===== src/hdl/nlwm_pkg.sv =====
package nlwm_pkg;

    typedef enum logic [1:0] {
        MODE_OBSERVE  = 2'd0,
        MODE_TICK     = 2'd1,
        MODE_REGISTER = 2'd2,
        MODE_UNUSED   = 2'd3
    } mode_t;

    typedef enum logic [1:0] {
        KIND_OBSERVE  = 2'd0,
        KIND_REGISTER = 2'd1,
        KIND_LOSS     = 2'd2,
        KIND_RSVD     = 2'd3
    } kind_t;

    typedef enum logic {
        REG_DEADTIME = 1'b0,
        REG_LOSS_EN  = 1'b1
    } reg_index_t;

    typedef enum logic [1:0] {
        ST_IDLE  = 2'd0,
        ST_SCAN  = 2'd1,
        ST_EMIT  = 2'd2
    } state_t;

    localparam logic [15:0] DEADTIME_RESET = 16'd1000;
    localparam int          MAX_RESULTS    = 16;
    localparam logic [31:0] SAT_MAX        = 32'hFFFF_FFFF;

    // word travelling down the chain of cells
    typedef struct packed {
        logic        vld;
        logic [1:0]  mode;
        logic [7:0]  node_id;
        logic [15:0] packet_id;
        logic [15:0] timeout_ticks;
        logic        hit;
        logic        allocated;
        logic        skip;
        logic [31:0] skips;
        logic [4:0]  emitted;
        logic [15:0] deadtime;
        logic        loss_en;
    } chain_t;

    // result word leaving a cell
    typedef struct packed {
        logic        vld;
        logic [7:0]  node_id;
        logic [31:0] skips;
    } loss_t;

    function automatic logic [31:0] sat_inc(input logic [31:0] v);
        sat_inc = (v == SAT_MAX) ? v : v + 32'd1;
    endfunction

endpackage


===== src/hdl/nlwm_cell.sv =====
module nlwm_cell
    import nlwm_pkg::*;
(
    input  logic   clk,
    input  logic   rst_n,
    input  chain_t chain_in,
    output chain_t chain_out,
    output loss_t  loss_out
);

    logic        valid_reg,    valid_next;
    logic        dead_reg,     dead_next;
    logic [7:0]  node_reg,     node_next;
    logic [15:0] timeout_reg,  timeout_next;
    logic [15:0] last_id_reg,  last_id_next;
    logic [31:0] skips_reg,    skips_next;
    logic [15:0] count_reg,    count_next;
    chain_t      chain_reg,    chain_next;
    loss_t       loss_reg,     loss_next;

    logic        match;
    logic        skip;

    assign match = chain_in.vld && valid_reg && !chain_in.hit
                   && (node_reg == chain_in.node_id);
    assign skip  = chain_in.packet_id != (last_id_reg + 16'd1);

    always_comb
    begin
        valid_next   = valid_reg;
        dead_next    = dead_reg;
        node_next    = node_reg;
        timeout_next = timeout_reg;
        last_id_next = last_id_reg;
        skips_next   = skips_reg;
        count_next   = count_reg;
        chain_next   = chain_in;
        loss_next    = '0;
        if (chain_in.vld)
        begin
            unique case (mode_t'(chain_in.mode))
                MODE_OBSERVE:
                begin
                    if (match)
                    begin
                        last_id_next   = chain_in.packet_id;
                        if (skip)
                        begin
                            skips_next = sat_inc(skips_reg);
                        end
                        if (!dead_reg)
                        begin
                            count_next = timeout_reg;
                        end
                        chain_next.hit   = 1'b1;
                        chain_next.skip  = skip;
                        chain_next.skips = skip ? sat_inc(skips_reg) : skips_reg;
                    end
                end
                MODE_REGISTER:
                begin
                    if (!valid_reg && !chain_in.allocated)
                    begin
                        valid_next   = 1'b1;
                        dead_next    = 1'b0;
                        node_next    = chain_in.node_id;
                        timeout_next = chain_in.timeout_ticks;
                        last_id_next = '0;
                        skips_next   = '0;
                        count_next   = chain_in.timeout_ticks;
                        chain_next.allocated = 1'b1;
                    end
                end
                MODE_TICK:
                begin
                    if (valid_reg)
                    begin
                        if (count_reg > 16'd1)
                        begin
                            count_next = count_reg - 16'd1;
                        end
                        else if (dead_reg)
                        begin
                            dead_next  = 1'b0;
                            count_next = timeout_reg;
                        end
                        else if (chain_in.loss_en
                                 && chain_in.emitted < 5'(MAX_RESULTS))
                        begin
                            loss_next.vld     = 1'b1;
                            loss_next.node_id = node_reg;
                            loss_next.skips   = skips_reg;
                            chain_next.emitted = chain_in.emitted + 5'd1;
                            if (chain_in.deadtime != '0)
                            begin
                                dead_next  = 1'b1;
                                count_next = chain_in.deadtime;
                            end
                            else
                            begin
                                count_next = timeout_reg;
                            end
                        end
                        else
                        begin
                            count_next = timeout_reg;
                        end
                    end
                end
                MODE_UNUSED:
                begin
                end
            endcase
        end
    end

    always_ff @(posedge clk or negedge rst_n)
    begin
        if (!rst_n)
        begin
            valid_reg <= 1'b0;
            dead_reg  <= 1'b0;
            chain_reg <= '0;
            loss_reg  <= '0;
        end
        else
        begin
            valid_reg <= valid_next;
            dead_reg  <= dead_next;
            chain_reg <= chain_next;
            loss_reg  <= loss_next;
        end
    end

    always_ff @(posedge clk)
    begin
        node_reg    <= node_next;
        timeout_reg <= timeout_next;
        last_id_reg <= last_id_next;
        skips_reg   <= skips_next;
        count_reg   <= count_next;
    end

    assign chain_out = chain_reg;
    assign loss_out  = loss_reg;

endmodule


===== config.mk =====
export PLATFORM = sky130hd
export DESIGN_NAME = nlwm_cell
export DESIGN_NICKNAME = d
export VERILOG_FILES = /design/src/hdl/nlwm_pkg.sv /design/src/hdl/nlwm_cell.sv
export SDC_FILE = /design/constraint.sdc
export NUM_CORES = 1
export LEC_CHECK = 0
export CAP_MARGIN = 20
export CORE_AREA = 2 2 144 146
export DETAILED_ROUTE_END_ITERATION = 6
export DIE_AREA = 0 0 146 148
export DONT_BUFFER_PORTS = 1
export PLACE_DENSITY = 0.64
export SYNTH_ARGS = -nofsm -noshare
export SYNTH_HDL_FRONTEND = slang
export SYNTH_SLANG_ARGS = --single-unit

===== constraint.sdc =====
create_clock -name clk -period 6.1 [get_ports clk]
set_input_delay 0.305 -clock clk [delete_from_list [all_inputs] [get_ports clk]]
set_output_delay 0.305 -clock clk [all_outputs]
set_load 0.005 [all_outputs]

## After elaboration in Yosys (flattened, before gate mapping)

Cells that the tools add are included.

- Reduce and logical (&&, ||, !) cells: 17
- Magnitude comparators: 2
- $add $sub $neg: 4
- Multiplexer cells: 42
- Equality and inequality tests: 10

Operators by type and width:

| operator | number |
|---|---|
| 41-bit two-way mux | 6 |
| 16-bit two-way mux | 10 |
| 32-bit two-way mux | 4 |
| 33-bit two-way mux | 2 |
| 32-bit case mux with 2 select lines | 1 |
| 16-bit case mux with 3 select lines | 1 |
| 40-bit two-way mux | 1 |
| 32-bit by 1-bit adder with 32-bit output, second input constant | 1 |
| 32-bit equality test, second input constant | 1 |
| 16-bit case mux with 2 select lines | 1 |
| 5-bit two-way mux | 5 |
| 16-bit by 1-bit adder with 16-bit output, second input constant | 1 |
| 16-bit by 1-bit greater-than comparator with 1-bit output, second input constant | 1 |
| 16-bit != test | 1 |
| 16-bit nonzero test | 1 |
| 16-bit by 1-bit subtractor with 16-bit output, second input constant | 1 |
| 1-bit two-way mux | 10 |
| 2-bit != test, second input constant | 5 |
| 8-bit equality test | 1 |
| 6-bit AND reduction | 1 |
| 5-bit by 1-bit adder with 5-bit output, second input constant | 1 |
| 1-bit logical AND | 5 |
| 5-bit < comparator, second input constant | 1 |
| 5-bit AND reduction | 1 |
| 9 further kinds | 12 |

- Logic and storage cells: 97
- Output and inout bits: 141
- Flip-flop bits (word level): 231

## Logic depth before layout (Yosys ltp)

Gate-level depths: netlist (run 1).

- Word-level depth: 8
- Depth in mapped cells: 11
- Depth with buffers taken out: 9

## Worst setup path before layout (run 1)

No wires, ideal clock.

- Path kind: input port to flip-flop
- Start point: input port chain_in[97] (netlist name)
- End point: register last_id_reg[0] (enable)
- Arrival time: 3.752 ns
- Path slack: 1.879 ns
- Path buffers: 1
- Stages: 7
- Library setup time: 0.470 ns
- Cells stage by stage: inv_1 > ha_1 > nor2b_1 > nand4_1 > or4_1 > clkbuf_1 > a21oi_1

- Cells in the longest elaborated chain, start to end: 3
- Elaborated cells on any way between the ends: 6
- Classes of those cells: eq/ne (3); reduce/logical (3)

RTL lines:

| element | line | RTL |
|---|---|---|
| start, declared | nlwm_cell.sv:6 | `input chain_t chain_in,` |
| 2-bit equality test / 2-bit logical NOT (equally long branches) | nlwm_cell.sv:41 | `unique case (mode_t'(chain_in.mode))` |
| 2-bit != test (no source line) / 2-bit nonzero test (equally long branches) | n/a |  |
| 4-bit AND reduction (no source line) (*) | n/a |  |
| end signal, assigned | nlwm_cell.sv:139 | `last_id_reg <= last_id_next;` |
| end, declared | nlwm_cell.sv:15 | `logic [15:0] last_id_reg, last_id_next;` |

Every way passes the cells marked *; elsewhere a longest branch is shown, timed or not.
A chain may end at the register's enable or synchronous reset.

==> results of run 1 <==
-- cell type report --
type,instances,area share
flip-flops and latches,231,0.5239
clock buffers,35,0.06101
clock inverters,10,0.008851
repair buffers,104,0.08914
multi-input cells,537,0.2843
inverters,14,0.004425
well taps,270,0.02845
-- synth_stat cells, types with 16 or more instances --
cell	n
nand2_1	36
nor2_1	81
nor3_1	18
nand4_1	20
o21ai_0	26
edfxtp_1	88
dfrtp_1	143
clkbuf_1	28
or3_1	25
xnor2_1	35
and2_1	42
nand3_1	27
nor2b_1	16
a31oi_1	31
a21oi_1	37
-- logic make-up (layout without fill, tap and decap cells) --
family                   Yosys count  count (layout)  synth area share
adder cells (fa/ha/maj)            8               8           0.01021
AO/OA/AOI/OAI                    160             160            0.1101
AND/OR/NAND/NOR                  316             316            0.1724
flip-flops                       231             231            0.6345
buffers and inverters             53             163           0.02386
XOR/XNOR                          43              43           0.03841
multiplexers                      10              10           0.01046
-- metrics by stage --
stage	worst slack [ns]	hold slack (ns)	total power, mW	area, um^2	cells
after floorplan	1.879	0.009409	1.835	9804	821
after global placement	2.229	0.01348	1.870	10020	1056
after detailed placement	2.150	0.01350	1.876	10020	1056
after CTS	1.573	0.001787	3.459	11860	1200
after global routing	1.290	0.01344	3.556	11880	1201
final	1.605	0.006686	3.436	11880	1201
-- power groups by stage --
stage          Combinational, mW  Clock [mW]  Sequential, mW
3_3_place_gp               0.137           0            1.73
6_report                   0.220        1.51            1.70
2_1_floorplan              0.111           0            1.72
3_5_place_dp               0.142           0            1.73
5_1_grt                    0.245        1.60            1.71
4_1_cts                    0.221        1.53            1.70
-- worst max path at each step --
stage | to | slack [ns] | cells past startpoint
finish | chain_out[20]$_DFF_PN0_ | 1.60 | 8
global route | chain_out[20]$_DFF_PN0_ | 1.29 | 8
CTS | chain_out[20]$_DFF_PN0_ | 1.57 | 8
detailed placement | chain_out[18]$_DFF_PN0_ | 2.15 | 6
global placement | chain_out[18]$_DFF_PN0_ | 2.23 | 6
floorplan | last_id_reg[0]$_SDFFCE_PP0P_ | 1.88 | 7
-- metal layers --
metal,global-route usage,part of all wire,vias to the layer above
met3,0.04722,0.072,41
met1,0.2818,0.40,3416
met2,0.3962,0.50,285
met4,0.06117,0.021,0
li1,-,-,3198
met5,0,0,-
==> impl_metrics.json, run 1 <==
{
  "status": "finished, final reports clean",
  "min_to": "chain_out[26]$_DFF_PN0_",
  "ys_warn_count": 0,
  "fp.dieArea_mm2": 0.02161,
  "crit_fanout": 44,
  "worstPathArrival_ns": 4.89,
  "hold_violations": 0,
  "seq_power_share": 0.496,
  "start_util": 0.4893,
  "rsz0062_at_grt": "false",
  "reg2reg_depth": 8,
  "final.min_clock_period_ns": 4.495,
  "start_kind": "register",
  "hpwl_um": 15270,
  "avgSynthCellArea_um2": 11.94,
  "p_sw_mw": 0.7536,
  "yosysUniqueCellTypes": 62,
  "cts_sinks": 231,
  "p_int_mw": 2.683,
  "critical-path-top-delay-family": "simple AND/OR/NAND/NOR gates",
  "cts_resized": 0,
  "diodes": 0,
  "worst_pin_slew_ns": 0.9515,
  "p_comb_frac": 0.064,
  "timing.final.crit_share": 0.7369,
  "fin_worst_skew_ns": 0.009792,
  "irDropWorstVdd_mv": 0.2046,
  "cts_tree": "built",
  "crit_chain": "or4_1, or3_1, nand3b_1, or2_1, nor2_4, nand4_1, xnor2_1, dlygate4sd3_1",
  "wl_um": 24450,
  "clk_transition_reported_paths_ns": 0.06,
  "p_per_area_mw_per_mm2": 289.4,
  "rows": 52,
  "drv_cap": 0,
  "fillers": 1677,
  "hold_start": "chain_in[26]",
  "cts_buffers": 25,
  "rrSetupSlack_ns": 1.60,
  "overflow": 0,
  "synthArstFlopShare": 0.6190,
  "final_cell_mix": "dfrtp_1 (143), dlygate4sd3_1 (98), edfxtp_1 (88)",
  "r2r_start": "count_reg[11]$_DFFE_PP_",
  "clockRootBuffer": "clkbuf_16",
  "antenna_left": 0,
  "seqCellArea_mm2": 0.006221,
  "drc": 0,
  "syn2layout_area_growth_pct": 21.12,
  "drive_above_1_share": 0.07411,
  "core_mm2": 0.02004,
  "drv_slew": 0,
  "post-cts-setup-buffer-count": 0,
  "synthesis.nets": 931,
  "synth_flop_cell": "dfrtp_1",
  "clockPowerShare": 0.440,
  "clock_path_buffers": 3,
  "crit_type": "reg2reg",
  "min_path_cells": 2,
  "clkLatencyLatePin_ns": 0.52,
  "endpoint_kind": "register",
  "grt_max_degree": 144,
  "cp_num_buf_inv": 1,
  "final_core_util": 0.5926,
  "grt_pass1_wl_um": 38900,
  "slew_headroom": 0.3643,
  "synth_area_leaders": "dfrtp_1 (36%), edfxtp_1 (27%), xnor2_1 (3.1%), nor2_1 (3.1%), and2_1 (2.7%)",
  "syn_inst": 821,
  "mostFrequentLayoutCell": "dfrtp_1",
  "via_count": 6940,
  "nNetsFinal": 1023,
  "largest_reg_flops": 100,
  "setup-tns-final_ns": 0,
  "via_per_inst": 5.779,
  "place_congestion": 0.8669,
  "synth_edf_count": 88,
  "grt_pass1_vias": 7154,
  "fp.dieW_um": 146,
  "worst_path_max_delay_cell": "nor2_4",
  "ys_seq_area_frac": 0.6345,
  "fp.dieH_um": 148,
  "cts_max_level": 1,
  "multi_input_area_mm2": 0.003376,
  "hp-class": "in2reg",
  "dr.pass1.iters": 5,
  "grtUsageTotal": 0.2243,
  "cpPeakStageDelay_ns": 0.75,
  "critPathLaunch": "count_reg[11]$_DFFE_PP_",
  "wl_per_cell_um": 20.36,
  "r2r-end": "chain_out[20]$_DFF_PN0_",
  "antenna_found_initial": 0,
  "synth_area_mm2": 0.009804,
  "io_buffers": 0,
  "cts_hold_buffers": 99,
  "yosys.area.top_type_share": 0.3650,
  "max_freq_mhz": 222.5,
  "first_iter_violations": 392,
  "synth-seq-cells": 231,
  "p_leak_nw": 4.524,
  "synth_top_area_cell": "dfrtp_1",
  "worstPathRequired_ns": 6.50,
  "io_pins": 243,
  "switching_share": 0.2193,
  "setup_viol": 0
}
Note: power is estimated with default switching activity, not from simulation.
==> run 2, diff against run 1 <==
Settings changed: PLACE_DENSITY 0.64 to 0.66.
Clock period 6.1 ns to 3.82 ns, I/O delays scaled along.
==> run 2 against run 1 <==
Power is 62% higher. Wire length grew 0.34%. Largest power group unchanged. Via count increased by 2.1%. Highest routed layer unchanged. Utilization is 0.46 points higher. Worst hold slack gained 0.017 ns. Non-clock buffer count up 9. Fmax increased by 27%. Clock-buffer cell count fell by 3. Setup slack worse by 1.3 ns.
==> impl_metrics.json, run 2 (same netlist as run 1, synthesis figures left out) <==
{
  "worst_pin_slew_ns": 0.8341,
  "fp.dieArea_mm2": 0.02161,
  "place_congestion": 0.8605,
  "worstPathArrival_ns": 3.93,
  "clk_transition_reported_paths_ns": 0.07,
  "hpwl_um": 15610,
  "grtUsageTotal": 0.2259,
  "mostFrequentLayoutCell": "dfrtp_1",
  "final.min_clock_period_ns": 3.526,
  "r2r_start": "count_reg[12]$_DFFE_PP_",
  "fin_worst_skew_ns": 0.02402,
  "via_count": 7086,
  "crit_type": "reg2reg",
  "drive_above_1_share": 0.07774,
  "wl_um": 24530,
  "syn2layout_area_growth_pct": 22.05,
  "rsz0062_at_grt": "false",
  "cts_sinks": 231,
  "drv_slew": 0,
  "cts_buffers": 24,
  "crit_chain": "or4_1, or3_1, nand3b_1, or2_1, nor2_4, nand4_1, xnor2_1, dlygate4sd3_1",
  "io_pins": 243,
  "fp.dieH_um": 148,
  "start_kind": "register",
  "cts_max_level": 1,
  "critPathLaunch": "count_reg[12]$_DFFE_PP_",
  "p_per_area_mw_per_mm2": 465.3,
  "max_freq_mhz": 283.6,
  "io_buffers": 0,
  "slew_headroom": 0.4439,
  "fp.dieW_um": 146,
  "setup-tns-final_ns": 0,
  "endpoint_kind": "register",
  "core_mm2": 0.02004,
  "first_iter_violations": 457,
  "critical-path-top-delay-family": "simple AND/OR/NAND/NOR gates",
  "dp.cells": 1062,
  "worst_path_max_delay_cell": "or4_1",
  "start_util": 0.4893,
  "wl_per_cell_um": 20.26,
  "cts_tree": "built",
  "whs_ns": 0.02350,
  "cp_num_buf_inv": 1,
  "overflow": 0,
  "hold_start": "chain_in[66]",
  "post-cts-setup-buffer-count": 0,
  "clkLatencyLatePin_ns": 0.52,
  "antenna_left": 0,
  "hp-class": "in2reg",
  "antenna_found_initial": 2,
  "worstPathRequired_ns": 4.22,
  "via_per_inst": 5.851,
  "grt_pass1_vias": 7291,
  "crit_fanout": 22,
  "status": "finished, final reports clean",
  "grt_max_degree": 144,
  "timing.final.crit_share": 0.9231,
  "largest_reg_flops": 100,
  "drv_cap": 0,
  "drc": 0,
  "dr.pass1.iters": 5,
  "rrSetupSlack_ns": 0.29,
  "clock_path_buffers": 3,
  "layoutNonFillerInstCount": 1211,
  "irDropWorstVdd_mv": 0.3898,
  "p_leak_nw": 4.555,
  "grt_pass1_wl_um": 39130,
  "setup_viol": 0,
  "fillers": 1616,
  "nNetsFinal": 1031,
  "clockRootBuffer": "clkbuf_16",
  "final_cell_mix": "dfrtp_1 (143), dlygate4sd3_1 (102), edfxtp_1 (88)",
  "cpPeakStageDelay_ns": 0.59,
  "hold_violations": 0,
  "rows": 52
}
## run 2: cell count changes in the layout (fill, tap and decap cells not counted), moves of 2 or more
cell / delta
clkinvlp_4: +3
bufinv_16: +2
clkinv_2: -2
diode_2: +2
buf_4: +6
dlygate4sd3_1: +4
clkbuf_8: -2
## run 2: path summary, 6_finish.rpt
path                            cells after the start                      end
worst max-delay path                                8  chain_out[20]$_DFF_PN0_
worst min-delay path                                3   count_reg[9]$_DFFE_PP_
worst max register to register                      8  chain_out[20]$_DFF_PN0_
worst min register to register                      1   loss_out[38]$_DFF_PN0_
max in group asynchronous                           2  chain_out[76]$_DFF_PN0_
min in group asynchronous                           2   loss_out[32]$_DFF_PN0_
## run 2: timing repair
item / CTS / global route
hold endpoints to repair: 296 / 0
hold buffers: 103 / 0
resized for setup: 0 / 0
## run 2: metrics by stage
stage                     area, um^2  utilization  power [mW]  setup slack [ns]
final                          11970       0.5972       5.568            0.2936
after floorplan                 9808            -       2.930            0.5824
after global routing           11970       0.5972       5.779            0.1129
after detailed placement       10060       0.5021       3.002            0.6961
after global placement         10060       0.5021       2.989            0.8604
after CTS                      11960       0.5969       5.605            0.3551
## run 2: final cells by class
type                            count  area (um^2)  share of cell area
Antenna cell                        2        5.005           0.0004182
Timing Repair Buffer              113         1124             0.09389
Multi-Input combinational cell    537         3376              0.2821
Sequential cell                   231         6221              0.5199
Inverter                           14        52.55            0.004391
Tap cell                          270        337.8             0.02823
Clock inverter                     12        178.9             0.01495
Clock buffer                       32        671.9             0.05615
## run 2: worst register-to-register path: stages, from the launching register on
cell and delay (ns):
edfxtp_1 0.42, or4_1 0.59, or3_1 0.38, nand3b_1 0.21, or2_1 0.40, nor2_4 0.49, nand4_1 0.22, xnor2_1 0.16
dlygate4sd3_1 0.54
## run 2: layer usage
metal  global-route usage  part of all wire  routed length [um]
met4              0.07184             0.026                 635
met2               0.3941              0.51               12410
met5                    0                 0                   0
met1               0.2793              0.40                9830
met3              0.05463             0.068                1660
## run 2: power breakdown
group / internal [mW] / leakage [nW] / switching [mW] / total, mW
Combinational: 0.168 / 1.58 / 0.191 / 0.359
Sequential: 2.66 / 2.57 / 0.0606 / 2.72
Clock: 1.51 / 0.408 / 0.971 / 2.48
Total: 4.35 / 4.55 / 1.22 / 5.57
==> run 3, diff against run 2 <==
==> constraint.sdc (replaced) <==
create_clock -name clk -period 3.82 [get_ports clk]
set_input_delay 1.146 -clock clk [delete_from_list [all_inputs] [get_ports clk]]
set_output_delay 1.146 -clock clk [all_outputs]
set_load 0.005 [all_outputs]
==> run 3 against run 2 <==
Critical path depth is 1 higher. Non-clock buffer count is 100 lower. Final cell count is 8.4% lower. Utilization is 5.2 points lower. Fmax is 20% higher. Clock skew is 0.0098 ns lower. Largest power group unchanged.
==> impl_metrics.json, run 3 (same netlist as run 1, synthesis figures left out) <==
{
  "status": "finished, final reports clean",
  "r2r-end": "skips_reg[7]$_SDFFCE_PP0P_",
  "clock_path_buffers": 3,
  "slew_headroom": 0.4785,
  "crit_fanout": 65,
  "post-cts-setup-buffer-count": 0,
  "drive_above_1_share": 0.09058,
  "fp.dieH_um": 148,
  "antenna_found_initial": 0,
  "setup_viol": 0,
  "irDropWorstVdd_mv": 0.3541,
  "r2r_start": "last_id_reg[0]$_SDFFCE_PP0P_",
  "multi_input_area_mm2": 0.003382,
  "clk_transition_reported_paths_ns": 0.06,
  "syn2layout_area_growth_pct": 11.52,
  "overflow": 0,
  "worst_pin_slew_ns": 0.7823,
  "final.min_clock_period_ns": 2.930,
  "grt_pass1_vias": 6709,
  "rrSetupSlack_ns": 0.89,
  "drv_cap": 0,
  "worstPathRequired_ns": 4.04,
  "crit_type": "reg2reg",
  "cts_sinks": 231,
  "fillers": 1722,
  "endpoint_kind": "register",
  "dp.cells": 1065,
  "rsz0062_at_grt": "false",
  "io_pins": 243,
  "seqCellArea_mm2": 0.006221,
  "first_iter_violations": 395,
  "dr.pass1.iters": 5,
  "max_freq_mhz": 341.4,
  "start_util": 0.4893,
  "mostFrequentLayoutCell": "dfrtp_1",
  "wl_um": 22410,
  "fp.dieArea_mm2": 0.02161,
  "cts_buffers": 24,
  "cts_tree": "built",
  "fp.dieW_um": 146,
  "layoutNonFillerInstCount": 1109,
  "largest_reg_flops": 100,
  "via_per_inst": 5.904,
  "final_core_util": 0.5456,
  "wl_per_cell_um": 20.20,
  "hp-class": "in2async",
  "cts_hold_buffers": 0,
  "diodes": 0,
  "rows": 52,
  "hpwl_um": 15460,
  "final_cell_mix": "dfrtp_1 (143), edfxtp_1 (88), nor2_1 (81)",
  "hold_violations": 0,
  "nNetsFinal": 931,
  "cts_resized": 0,
  "setup-tns-final_ns": 0,
  "grt_max_degree": 144,
  "grtUsageTotal": 0.2036,
  "timing.final.crit_share": 0.7669,
  "clkLatencyLatePin_ns": 0.51,
  "drv_slew": 0,
  "reg2reg_depth": 9,
  "drc": 0,
  "via_count": 6548,
  "antenna_left": 0,
  "core_mm2": 0.02004,
  "start_kind": "register",
  "cp-endpoint": "skips_reg[7]$_SDFFCE_PP0P_",
  "critPathLaunch": "last_id_reg[0]$_SDFFCE_PP0P_",
  "clockRootBuffer": "clkbuf_16",
  "io_buffers": 0,
  "p_leak_nw": 4.138,
  "cts_max_level": 1,
  "worstPathArrival_ns": 3.15,
  "place_congestion": 0.9108,
  "grt_pass1_wl_um": 35510,
  "fin_worst_skew_ns": 0.01423,
  "p_per_area_mw_per_mm2": 483.8
}
-- run 3: per-layer routing --
layer / up-vias / share of wire / track usage
met1: 3216 / 0.40 / 0.2563
met5: - / 0 / 0
met2: 277 / 0.49 / 0.3476
met4: 0 / 0.023 / 0.06796
li1: 3008 / - / -
met3: 47 / 0.082 / 0.05000
-- run 3: report_power, final --
group / internal (mW) / switching [mW]
sequential: 2.66 / 0.0583
clock: 1.39 / 0.949
combinational: 0.0980 / 0.135
-- run 3: metrics by stage --
step,hold slack [ns],instance area (um^2),setup slack [ns],power [mW]
after floorplan,0.4782,9821,0.2865,2.930
after global placement,0.4890,10130,0.5870,2.994
after detailed placement,0.4902,10130,0.4832,3.003
after CTS,0.3052,10930,0.9046,5.333
after global routing,0.3041,10930,0.6667,5.465
final,0.3310,10930,0.8905,5.290
-- run 3: critical path: stages, from the launching register on --
cell and delay, ns:
edfxtp_1 0.43, ha_1 0.26, nand3_1 0.16, or3_1 0.40, a211o_1 0.29, a211oi_1 0.27, and4_2 0.29, buf_12 0.25
or4_1 0.19, a21oi_1 0.07
-- run 3: final cells by class --
class / instances / area share
Clock inverter: 9 / 0.007552
Inverter: 14 / 0.004806
Multi-Input combinational cell: 537 / 0.3093
Timing Repair Buffer: 13 / 0.01236
Sequential cell: 231 / 0.5689
Tap cell: 270 / 0.03090
Clock buffer: 35 / 0.06614
-- run 3: worst min path at each step --
stage / startpoint / endpoint / slack, ns / depth (start not counted)
2_1_floorplan: node_reg[0]$_DFFE_PP_ / loss_out[32]$_DFF_PN0_ / 0.48 / 1
3_3_place_gp: node_reg[7]$_DFFE_PP_ / loss_out[39]$_DFF_PN0_ / 0.49 / 1
3_5_place_dp: node_reg[7]$_DFFE_PP_ / loss_out[39]$_DFF_PN0_ / 0.49 / 1
4_1_cts: rst_n / chain_out[99]$_DFF_PN0_ / 0.31 / 0
5_1_grt: rst_n / loss_out[34]$_DFF_PN0_ / 0.30 / 0
6_report: rst_n / loss_out[32]$_DFF_PN0_ / 0.33 / 0
